`src/rtl/rmst_pkg.sv`:
```
// ----------------------------------------------------------------------------
// rmst_pkg
// shared types and constants of the range maximum segment tree core
// ----------------------------------------------------------------------------
package rmst_pkg;

	localparam int POS_W  = 10;
	localparam int VAL_W  = 64;
	localparam int SIZE_W = 11;

	// empty sentinel, also the identity of the signed maximum
	localparam logic [VAL_W-1:0] EMPTY_VALUE = {1'b1, {(VAL_W-1){1'b0}}};

	localparam logic [SIZE_W-1:0] ACTIVE_SIZE_RESET = 11'd1024;

	// register index of active_size (byte address bit 2)
	localparam logic REG_ACTIVE_SIZE = 1'b0;

	localparam logic MODE_WRITE = 1'b0;
	localparam logic MODE_QUERY = 1'b1;

	typedef struct packed {
		logic             mode;
		logic [POS_W-1:0] position;
		logic [POS_W-1:0] range_low;
		logic [POS_W-1:0] range_high;
		logic [VAL_W-1:0] value;
	} in_item_t;

	typedef struct packed {
		logic [VAL_W-1:0] max_value;
		logic             empty_range;
	} res_t;

endpackage

```
`src/rtl/rmst_apb_regs.sv`:
```
// ----------------------------------------------------------------------------
// rmst_apb_regs
// configuration register file behind the apb port
// ----------------------------------------------------------------------------
module rmst_apb_regs import rmst_pkg::*; (
	input  logic              clk,
	input  logic              arst_n,
	input  logic              psel,
	input  logic              penable,
	input  logic              pwrite,
	input  logic [2:0]        paddr,
	input  logic [31:0]       pwdata,
	output logic [31:0]       prdata,
	output logic              pready,
	output logic [SIZE_W-1:0] active_size
);

	logic [SIZE_W-1:0] active_size_q;
	logic              wr_en;

	assign pready      = 1'b1;
	assign wr_en       = psel && penable && pwrite && pready;
	assign active_size = active_size_q;

	always_ff @(posedge clk or negedge arst_n) begin
		if (!arst_n) begin
			active_size_q <= ACTIVE_SIZE_RESET;
		end else if (wr_en && (paddr[2] == REG_ACTIVE_SIZE)) begin
			active_size_q <= pwdata[SIZE_W-1:0];
		end
	end

	always_comb begin
		unique case (paddr[2])
			REG_ACTIVE_SIZE: prdata = {{(32-SIZE_W){1'b0}}, active_size_q};
			default:         prdata = '0;
		endcase
	end

endmodule

```
`config.mk`:
```
export PLATFORM = sky130hd
export DESIGN_NAME = rmst_apb_regs
export DESIGN_NICKNAME = d
export VERILOG_FILES = /design/src/rtl/rmst_pkg.sv /design/src/rtl/rmst_apb_regs.sv
export SDC_FILE = /design/constraint.sdc
export NUM_CORES = 1
export LEC_CHECK = 0
export BUFFER_PORTS_ARGS = -buffer_cell sky130_fd_sc_hd__buf_2
export CAP_MARGIN = 15
export CORE_MARGIN = 8
export CORE_UTILIZATION = 33
export DETAILED_ROUTE_END_ITERATION = 8
export PLACE_DENSITY = 0.81
export SLEW_MARGIN = 20
export SYNTH_ARGS = -nofsm -noshare
export SYNTH_HDL_FRONTEND = slang
export SYNTH_SLANG_ARGS = --single-unit
```
`constraint.sdc`:
```
create_clock -name clk -period 1.2 [get_ports clk]
set_clock_uncertainty 0.1 [all_clocks]
set_input_delay 0.36 -clock clk [delete_from_list [all_inputs] [get_ports clk]]
set_output_delay 0.36 -clock clk [all_outputs]
set_load 0.1 [all_outputs]
```
==> results.sh <==
export IMPL_synth_cell_types=11
export IMPL_dp_hpwl_um=1917
export IMPL_numCtsBuffers=3
export IMPL_dieWidth_um=62.69
export IMPL_drc_errors=0
export IMPL_vdd_drop_max_v=0.001260
export IMPL_min_period_ps=1673
export IMPL_cts_root_buf="clkbuf_4"
export IMPL_drtIter0Drc=16
export IMPL_routed_wl_um=2372
export IMPL_clk_pin_slew_worst_paths_ps=70
export IMPL_fillers=127
export IMPL_grt_max_degree=12
export IMPL_p_leak_nw=0.7447
export IMPL_die_area_mm2=0.003930
export IMPL_place_port_buffers=38
export IMPL_synthCells=60
export IMPL_grt_pass1_vias=658
export IMPL_cts_htree_levels=1
export IMPL_core_region_area_mm2=0.002127
export IMPL_yosys_warnings=0
export IMPL_diodes=0
export IMPL_place_area_mm2=0.001386
export IMPL_hold_path_class="in2reg"
export IMPL_ys_ff_latch=11
export IMPL_end_kind="primary output"
export IMPL_rows=17
export IMPL_syn2layout_area_growth_pct=106.6
export IMPL_max_freq_mhz=597.6
export IMPL_cts_tree="yes"
export IMPL_dp_cells=132
export IMPL_finalHoldViolCount=0
export IMPL_antenna_found_initial=0
export IMPL_max_cap_violations=0
export IMPL_design_area_mm2=0.001486
export IMPL_failed_checks="setup timing"
export IMPL_nNetsFinal=154
export IMPL_grt_ovfl_total=0
export IMPL_dr_total_vias=541
export IMPL_initial_core_util=0.3382
export IMPL_clkLatencyLatePin_ps=270
export IMPL_grt_pass1_wl_um=3877
export IMPL_worst_setup_path_start_kind="flip-flop"
export IMPL_grtUsageTotal=0.1265
export IMPL_ys_seq_area_frac=0.3843
export IMPL_critPathKind="reg2out"
export IMPL_synth_cell_area_um2=719.4
export IMPL_syn_area_per_cell_um2=11.99
export IMPL_ant_nets=0
export IMPL_cts_sinks=11
export IMPL_status="complete, but fails checks"
export IMPL_whs_path_depth=2
export IMPL_die_h_um=62.69
export IMPL_finalSetupViolCount=22
export IMPL_slew_viol_final=0
export IMPL_drive_gt1_frac=0.7876
export IMPL_cp_data_arrival_time_ps=1210
export IMPL_fin_crit_sh=1.395
export IMPL_cp_max_fo=2
export IMPL_viasPerCell=3.837
export IMPL_rsz0062_at_grt="yes"
export IMPL_fin_cells=141
export IMPL_avgRoutedWirePerCell_um=16.82
export IMPL_clockBufferDepth=2
export IMPL_worst_slack_ps=-473.4
export IMPL_globalplace_congestion=0.6413
export IMPL_num_io_pins=84
export IMPL_first_pass_iters=3
export IMPL_powerDensity_mw_per_mm2=2198
export IMPL_rr_worst_depth=3
export IMPL_cp_required_ps=740
export IMPL_largest_reg_flops=11
export IMPL_pre_cts_ws_ps=-241.2
[stage by stage]
stage          hold WS (ps)  total power [mW]  setup TNS, ps  utilization
4_1_cts               208.6             3.243          -6849       0.6865
3_5_place_dp          150.5             2.917          -4425       0.6518
3_3_place_gp          136.1             2.874          -4226       0.6518
2_1_floorplan        -35.59             2.163          -5129            -
6_report              219.6             3.266          -6619       0.6988
5_1_grt               210.7             3.362          -7320       0.6988
[power by group]
part | leakage [nW] | total [mW] | internal (mW) | switching [mW]
combinational | 0.609 | 2.42 | 0.876 | 1.54
sequential | 0.120 | 0.590 | 0.508 | 0.0818
clock | 0.0150 | 0.258 | 0.129 | 0.130
[cell type report]
cell class              instances  area, µm²  area share
repair buffers                 53      694.4      0.4672
multi-input cells              45      415.4      0.2795
flip-flops and latches         11      315.3      0.2121
well taps                      28      35.03     0.02357
clock buffers                   4      26.28     0.01768
[logic make-up after synthesis]
group	count (synthesis)	synth area share
AND/OR/NAND/NOR	12	0.1304
flip-flops	11	0.3844
multiplexers	11	0.2243
buffers and inverters	24	0.2504
other	2	0.01044
[path summary, 6_finish.rpt]
path / endpoint / from / slack, ps
max in group asynchronous: active_size[10] / arst_n / 340
max: prdata[10] / active_size[10] / -470
min reg2reg: active_size[9] / active_size[9] / 510
min in group asynchronous: active_size[4] / arst_n / 390
max reg2reg: active_size[1] / active_size[1] / 20
min: active_size[9] / pwdata[9] / 220
[critical path, cell delays in order (launching register included)]
cell     delay (ps)
dfstp_4         610
nor2b_4         150
buf_12          180
[Yosys cell counts]
cell type  number  area, µm²
and2b_1         1      7.510
buf_4          22      165.2
buf_6           1      11.26
clkbuf_1        1      3.750
conb_1          2      7.510
dfrtp_1        10      250.2
dfstp_2         1      26.28
mux2_2          1      11.26
mux2_4         10      150.1
nand4b_4        1      23.77
nor2b_1        10      62.56
[timing repair]
action                                  CTS  global route
endpoints found under the setup margin   22            24
hold buffers                              1             0
endpoints found under the hold margin    10             0
setup buffers                             2             2
gates resized for setup                   6             3
[layer usage]
metal / track usage / up-vias / part of all wire / routed length [µm]
li1: - / 253 / - / -
met3: 0.06810 / 2 / 0.10 / 241
met4: 0.04274 / 0 / 0.0059 / 14
met5: 0 / - / 0 / 0
met1: 0.1399 / 245 / 0.38 / 911
met2: 0.2018 / 41 / 0.51 / 1203
[placed cells by master, fill, tap and decap left out, drive strengths merged]
cell	n
and2b	1
clkbuf	4
buf	52
dlygate4sd3	1
nand4b	1
dfrtp	10
mux2	11
dfstp	1
conb	22
nor2b	10
No activity file was read; power rests on OpenSTA's default activity.
