===== config.mk =====
export PLATFORM = sky130hd
export DESIGN_NAME = rmst_engine
export DESIGN_NICKNAME = d
export VERILOG_FILES = /design/src/rtl/rmst_pkg.sv /design/src/rtl/rmst_engine.sv
export SDC_FILE = /design/constraint.sdc
export NUM_CORES = 1
export LEC_CHECK = 0
export BUFFER_PORTS_ARGS = -buffer_cell sky130_fd_sc_hd__buf_2
export CORE_AREA = 2 2 264 266
export CTS_CLUSTER_SIZE = 30
export DETAILED_ROUTE_END_ITERATION = 10
export DIE_AREA = 0 0 266 268
export GPL_TIMING_DRIVEN = 0
export HOLD_SLACK_MARGIN = 0.08
export PLACE_DENSITY = 0.47
export SLEW_MARGIN = 20
export SYNTH_ARGS = -nofsm -noshare
export SYNTH_HDL_FRONTEND = slang
export SYNTH_SLANG_ARGS = --single-unit

===== constraint.sdc =====
create_clock -name clk -period 14.1 [get_ports clk]
set_input_delay 0 -clock clk [delete_from_list [all_inputs] [get_ports clk]]
set_output_delay 0 -clock clk [all_outputs]
set_load 0.005 [all_outputs]

===== src/rtl/rmst_pkg.sv =====
// ----------------------------------------------------------------------------
// rmst_pkg
// shared types and constants of the range maximum segment tree core
// ----------------------------------------------------------------------------
package rmst_pkg;

	localparam int POS_W  = 10;
	localparam int VAL_W  = 64;
	localparam int SIZE_W = 11;

	// empty sentinel, also the identity of the signed maximum
	localparam logic [VAL_W-1:0] EMPTY_VALUE = {1'b1, {(VAL_W-1){1'b0}}};

	localparam logic [SIZE_W-1:0] ACTIVE_SIZE_RESET = 11'd1024;

	// register index of active_size (byte address bit 2)
	localparam logic REG_ACTIVE_SIZE = 1'b0;

	localparam logic MODE_WRITE = 1'b0;
	localparam logic MODE_QUERY = 1'b1;

	typedef struct packed {
		logic             mode;
		logic [POS_W-1:0] position;
		logic [POS_W-1:0] range_low;
		logic [POS_W-1:0] range_high;
		logic [VAL_W-1:0] value;
	} in_item_t;

	typedef struct packed {
		logic [VAL_W-1:0] max_value;
		logic             empty_range;
	} res_t;

endpackage


===== src/rtl/rmst_engine.sv =====
// ----------------------------------------------------------------------------
// rmst_engine
// sequencer for clearing pass, leaf-to-root write walk and range queries
// ----------------------------------------------------------------------------
module rmst_engine import rmst_pkg::*; #(
	parameter int LEAF_COUNT = 1024,
	parameter int AW         = 11,
	parameter int IW         = 12
) (
	input  logic              clk,
	input  logic              arst_n,
	input  logic              in_valid,
	output logic              in_ready,
	input  in_item_t          in_item,
	input  logic [SIZE_W-1:0] active_size,
	output logic              res_valid,
	input  logic              res_ready,
	output res_t              res,
	output logic              ram_we,
	output logic [AW-1:0]     ram_waddr,
	output logic [VAL_W-1:0]  ram_wdata,
	output logic [AW-1:0]     ram_ra,
	output logic [AW-1:0]     ram_rb,
	input  logic [VAL_W-1:0]  ram_rd_a,
	input  logic [VAL_W-1:0]  ram_rd_b
);

	localparam int NODE_COUNT = 2 * LEAF_COUNT;

	localparam logic [2:0] ST_CLEAR = 3'd0;
	localparam logic [2:0] ST_IDLE  = 3'd1;
	localparam logic [2:0] ST_WALK  = 3'd2;
	localparam logic [2:0] ST_QUERY = 3'd3;
	localparam logic [2:0] ST_DONE  = 3'd4;

	logic [2:0]       state_q;
	logic [AW-1:0]    clr_q;
	logic             v_s1;
	logic             take_l_s1;
	logic             take_r_s1;
	logic [AW-1:0]    node_q;
	logic [VAL_W-1:0] cur_q;
	logic [VAL_W-1:0] best_q;
	logic             empty_q;
	logic [IW-1:0]    ql_q;
	logic [IW-1:0]    qr_q;

	logic [31:0]      eff32;
	logic [31:0]      hi32;
	logic             pos_ok;
	logic             q_empty;
	logic [AW-1:0]    leaf;
	logic [IW-1:0]    left_init;
	logic [IW-1:0]    right_init;
	logic [IW-1:0]    qr_dec;
	logic [AW-1:0]    parent;
	logic [VAL_W-1:0] walk_max;
	logic [VAL_W-1:0] acc_a;
	logic [VAL_W-1:0] acc_b;
	logic             accept;

	// effective size and bounds
	always_comb begin
		eff32 = (32'(active_size) < 32'(LEAF_COUNT)) ? 32'(active_size) : 32'(LEAF_COUNT);
		pos_ok = 32'(in_item.position) < eff32;
		hi32 = (32'(in_item.range_high) > (eff32 - 32'd1)) ? (eff32 - 32'd1)
			: 32'(in_item.range_high);
		q_empty = (eff32 == 32'd0) || (32'(in_item.range_low) > hi32);
		leaf = AW'(32'(in_item.position) + 32'(LEAF_COUNT));
		left_init = IW'(32'(in_item.range_low) + 32'(LEAF_COUNT));
		right_init = IW'(hi32 + 32'(LEAF_COUNT) + 32'd1);
	end

	assign in_ready = (state_q == ST_IDLE);
	assign accept   = in_valid && in_ready;
	assign qr_dec   = qr_q - IW'(1);
	assign parent   = {1'b0, node_q[AW-1:1]};
	assign walk_max = ($signed(ram_rd_a) > $signed(cur_q)) ? ram_rd_a : cur_q;

	// accumulator: left node first, then right node
	assign acc_a = (take_l_s1 && ($signed(ram_rd_a) > $signed(best_q))) ? ram_rd_a : best_q;
	assign acc_b = (take_r_s1 && ($signed(ram_rd_b) > $signed(acc_a))) ? ram_rd_b : acc_a;

	assign res_valid       = (state_q == ST_DONE);
	assign res.max_value   = best_q;
	assign res.empty_range = empty_q;

	// node store port control
	always_comb begin
		ram_we    = 1'b0;
		ram_waddr = leaf;
		ram_wdata = in_item.value;
		ram_ra    = ql_q[AW-1:0];
		ram_rb    = qr_dec[AW-1:0];
		unique case (state_q)
			ST_CLEAR: begin
				ram_we    = 1'b1;
				ram_waddr = clr_q;
				ram_wdata = EMPTY_VALUE;
			end
			ST_IDLE: begin
				ram_we = in_valid && (in_item.mode == MODE_WRITE) && pos_ok;
				ram_ra = {leaf[AW-1:1], ~leaf[0]};
			end
			ST_WALK: begin
				ram_we    = 1'b1;
				ram_waddr = parent;
				ram_wdata = walk_max;
				ram_ra    = {parent[AW-1:1], ~parent[0]};
			end
			ST_QUERY, ST_DONE: begin
				ram_we = 1'b0;
			end
			default: begin
				ram_we = 1'b0;
			end
		endcase
	end

	// control state
	always_ff @(posedge clk or negedge arst_n) begin
		if (!arst_n) begin
			state_q <= ST_CLEAR;
			clr_q   <= '0;
			v_s1    <= 1'b0;
		end else begin
			unique case (state_q)
				ST_CLEAR: begin
					clr_q <= clr_q + AW'(1);
					if (clr_q == AW'(NODE_COUNT - 1)) begin
						state_q <= ST_IDLE;
					end
				end
				ST_IDLE: begin
					v_s1 <= 1'b0;
					if (accept) begin
						if (in_item.mode == MODE_WRITE) begin
							if (pos_ok) begin
								state_q <= ST_WALK;
							end
						end else if (q_empty) begin
							state_q <= ST_DONE;
						end else begin
							state_q <= ST_QUERY;
						end
					end
				end
				ST_WALK: begin
					if (parent == AW'(1)) begin
						state_q <= ST_IDLE;
					end
				end
				ST_QUERY: begin
					if (ql_q < qr_q) begin
						v_s1 <= 1'b1;
					end else begin
						v_s1 <= 1'b0;
						if (!v_s1) begin
							state_q <= ST_DONE;
						end
					end
				end
				ST_DONE: begin
					if (res_ready) begin
						state_q <= ST_IDLE;
					end
				end
				default: begin
					state_q <= ST_IDLE;
				end
			endcase
		end
	end

	// datapath registers
	always_ff @(posedge clk) begin
		case (state_q)
			ST_IDLE: begin
				node_q  <= leaf;
				cur_q   <= in_item.value;
				best_q  <= EMPTY_VALUE;
				empty_q <= q_empty;
				ql_q    <= left_init;
				qr_q    <= right_init;
			end
			ST_WALK: begin
				node_q <= parent;
				cur_q  <= walk_max;
			end
			ST_QUERY: begin
				if (v_s1) begin
					best_q <= acc_b;
				end
				if (ql_q < qr_q) begin
					take_l_s1 <= ql_q[0];
					take_r_s1 <= qr_q[0];
					ql_q      <= (ql_q + IW'(ql_q[0])) >> 1;
					qr_q      <= qr_q >> 1;
				end
			end
			default: begin
				cur_q <= cur_q;
			end
		endcase
	end

	a_query_read_only: assert property (@(posedge clk) disable iff (!arst_n)
		(state_q == ST_QUERY || state_q == ST_DONE) |-> !ram_we)
		else $error("node store written during a query");

	a_walk_no_overlap: assert property (@(posedge clk) disable iff (!arst_n)
		(state_q == ST_WALK) |-> (ram_waddr != ram_ra))
		else $error("walk reads the entry it writes");

	a_acc_in_query: assert property (@(posedge clk) disable iff (!arst_n)
		v_s1 |-> (state_q == ST_QUERY))
		else $error("accumulator stage active outside a query");

	a_result_holds: assert property (@(posedge clk) disable iff (!arst_n)
		(res_valid && !res_ready) |=> (res_valid && $stable(res)))
		else $error("pending result changed");

endmodule


==> reports/metrics.cfg <==
[status]
status = complete, no violations

[cts]
cts_sinks = 179
clock_latency_ns = 0.51
cts-resized-gates = 0
cts-root-buf = clkbuf_16
cts_tree = yes
path_clk_slew_ns = 0.08
cts_setup_buffers = 0
numCtsBuffers = 17
cts_buffer_depth = 2
cts_hold_buf = 278
h-tree-depth = 4

[layout]
finalNonFillerCells = 3596
drive_above_1_share_pct = 19.79
fin_nets = 3169
final_common_cell = buf_2
layout_common_cells = buf_2 (408), inv_1 (292), dlygate4sd3_1 (278)
fillers = 7223
finish.utilization_pct = 34.79
syn_to_final_growth_pct = 39.53

[floorplanning]
dieArea_mm2 = 0.07129
die_h_um = 268
core_mm2 = 0.06823
ios = 403
rows = 96
start_util_pct = 24.93
die_x_um = 266

[route]
drc = 0
routed_wl_mm = 76.64
dr.pass1.iters = 5
ant_nets = 0
via_per_inst = 4.891
drt-initial-drc-count = 865
routedWlPerCell_um = 21.31
route.vias.total = 17587

[global_routing]
grt_usage_pct = 21.30
grt_pass1_wl_mm = 112.6
overflow = 0
grt_start_max_net_pins = 49
antenna_found_initial = 17
grt_pass1_vias = 17964

[placed_design]
place_congestion = 0.9071
place_hpwl_mm = 61.59
portBuffers = 402
placedCellCount = 3280

[sta]
fin_crit_sh_pct = 57.80
drv_slew = 0
fmax_mhz = 122.7
fin_crit_ns = 8.150
skew_ns = 0.01614
rsz0062_at_grt = false
final.setup.tns_ns = 0
worstMarginPinSlew_ns = 0.9787
slew-limit-headroom_pct = 34.75
finalHoldViolations = 0
report.final.setup_viol = 0

[power]
p_per_area_mw_per_mm2 = 215.8
vdd_drop_max_mv = 0.08096
power.total_mw = 5.121
p_leak_nw = 11.36

[critical_path]
worst_path_max_delay_cell = nor4_1
cpLargestDelayFamily = compound AO/OA/AOI/OAI gates
worst-setup-path-type = reg -> reg
start_kind = register
critPathBufInv = 6
worstPathArrival_ns = 8.40
cp-end-kind = register
cp_data_required_time_ns = 14.35
crit_path_max_incr_delay_ns = 0.79
path_common_cell = a21oi_1
cp_max_fo = 10

[synth]
ys.flop_type = edfxtp_1
yosysWarnings = 0
synth_fp_nets = 2465
synthCells = 1991
ys_seq_elements = 179
avgSynthCellArea_um2 = 8.544
synth_edf_count = 164
yosysUniqueCellTypes = 66
syn_area_mm2 = 0.01701
ys_async_sr_fraction_pct = 8.380
seq_area_frac_synth_pct = 31.16

[run]
max_cap_violations = 0

[hold_path]
hold_path.class = in -> reg

## per-stage QoR
stage | instance area (µm²) | worst slack, ns | hold slack (ns)
2_1_floorplan | 17010 | 8.734 | -0.2956
3_3_place_gp | 20130 | 6.216 | -0.06809
3_5_place_dp | 20290 | 6.564 | -0.05902
4_1_cts | 23720 | 5.964 | 0.08484
5_1_grt | 23730 | 5.554 | 0.1647
6_report | 23740 | 5.950 | 0.1368
## state kept, by name, summed over array words and instances (netlist names)
name / cells
qr_q: 12
cur_q: 64
take_r_s1: 1
state_q: 3
ql_q: 11
clr_q: 11
node_q: 10
empty_q: 1
take_l_s1: 1
v_s1: 1
best_q: 64
## per-layer routing
layer | wire [µm] | global-route usage [%] | vias to the layer above
met5 | 101 | 0 | -
met4 | 1590 | 5.709 | 16
met3 | 4843 | 5.104 | 89
met2 | 37250 | 37.53 | 498
met1 | 32850 | 25.89 | 8506
li1 | - | - | 8478
## layout make-up
| cell class | instances | area (µm²) | area share, % |
|---|---|---|---|
| multi-input combinational | 1438 | 10240 | 43.15 |
| sequential | 179 | 5300 | 22.33 |
| timing repair buffer | 685 | 4932 | 20.78 |
| inverter | 294 | 1106 | 4.660 |
| tap | 882 | 1104 | 4.649 |
| clock buffer | 17 | 425.4 | 1.792 |
| buffer | 80 | 384.1 | 1.618 |
| clock inverter | 15 | 226.5 | 0.9541 |
| antenna | 6 | 15.01 | 0.06326 |
## worst paths after layout
check                                      endpoint  cells past startpoint                startpoint  slack [ns]
max                        best_q[46]$_SDFFCE_PN0P_                     25  best_q[30]$_SDFFCE_PN0P_        5.95
min                          qr_q[11]$_SDFFCE_PP0P_                      4               in_item[69]        0.14
max reg2reg                best_q[46]$_SDFFCE_PN0P_                     25  best_q[30]$_SDFFCE_PN0P_        5.95
min reg2reg                   clr_q[10]$_DFFE_PN0P_                      1     clr_q[10]$_DFFE_PN0P_        0.48
max in group asynchronous    state_q[2]$_DFFE_PN0P_                      3                    arst_n       12.97
min in group asynchronous      clr_q[5]$_DFFE_PN0P_                      3                    arst_n        0.65
## power by group
group | internal, mW | switching (mW) | total [mW] | leakage, nW
clock | 0.317 | 0.259 | 0.576 | 0.311
sequential | 1.01 | 0.221 | 1.23 | 1.81
combinational | 1.34 | 1.98 | 3.32 | 9.24
## logic make-up after synthesis
group                    count (synthesis)  synth area share, %
AO/OA/AOI/OAI                          523                18.37
AND/OR/NAND/NOR                        493                13.24
buffers and inverters                  374                8.738
adder cells (fa/ha/maj)                236                17.36
flip-flops                             179                31.16
multiplexers                           147                9.135
XOR/XNOR                                39                2.008
## Yosys cell counts (4+ instances only)
library cell	number	share of area (%)
buf_2	6	0.18
nor4_1	15	0.55
a22oi_1	5	0.22
and3_1	6	0.22
or3_1	4	0.15
and4_1	7	0.36
clkbuf_1	59	1.3
nand2_1	273	6.0
o21ai_0	196	5.8
dfrtp_1	15	2.2
nor3_1	21	0.62
mux2_1	7	0.46
nand4_1	45	1.7
xor2_1	16	0.82
nor2b_1	10	0.37
or4_1	4	0.18
mux2i_1	81	4.8
o21a_1	76	3.4
a21oi_1	151	4.4
edfxtp_1	164	29
o22ai_1	4	0.15
nor2_1	55	1.2
nand2b_1	8	0.29
ha_1	236	17
o31a_1	4	0.21
nand3_1	33	0.97
a211oi_1	12	0.53
inv_1	293	6.5
buf_4	8	0.35
a221oi_1	7	0.36
xnor2_1	23	1.2
a31oi_1	5	0.18
o211ai_1	8	0.35
a21o_1	24	1.1
buf_6	6	0.40
mux2_2	59	3.9
## tightest hold or removal path: stages
cell and delay (ns):
buf_2 0.12, and2_1 0.15, mux2i_1 0.10, nor3_1 0.13
Power figures use the tool's default switching activity.
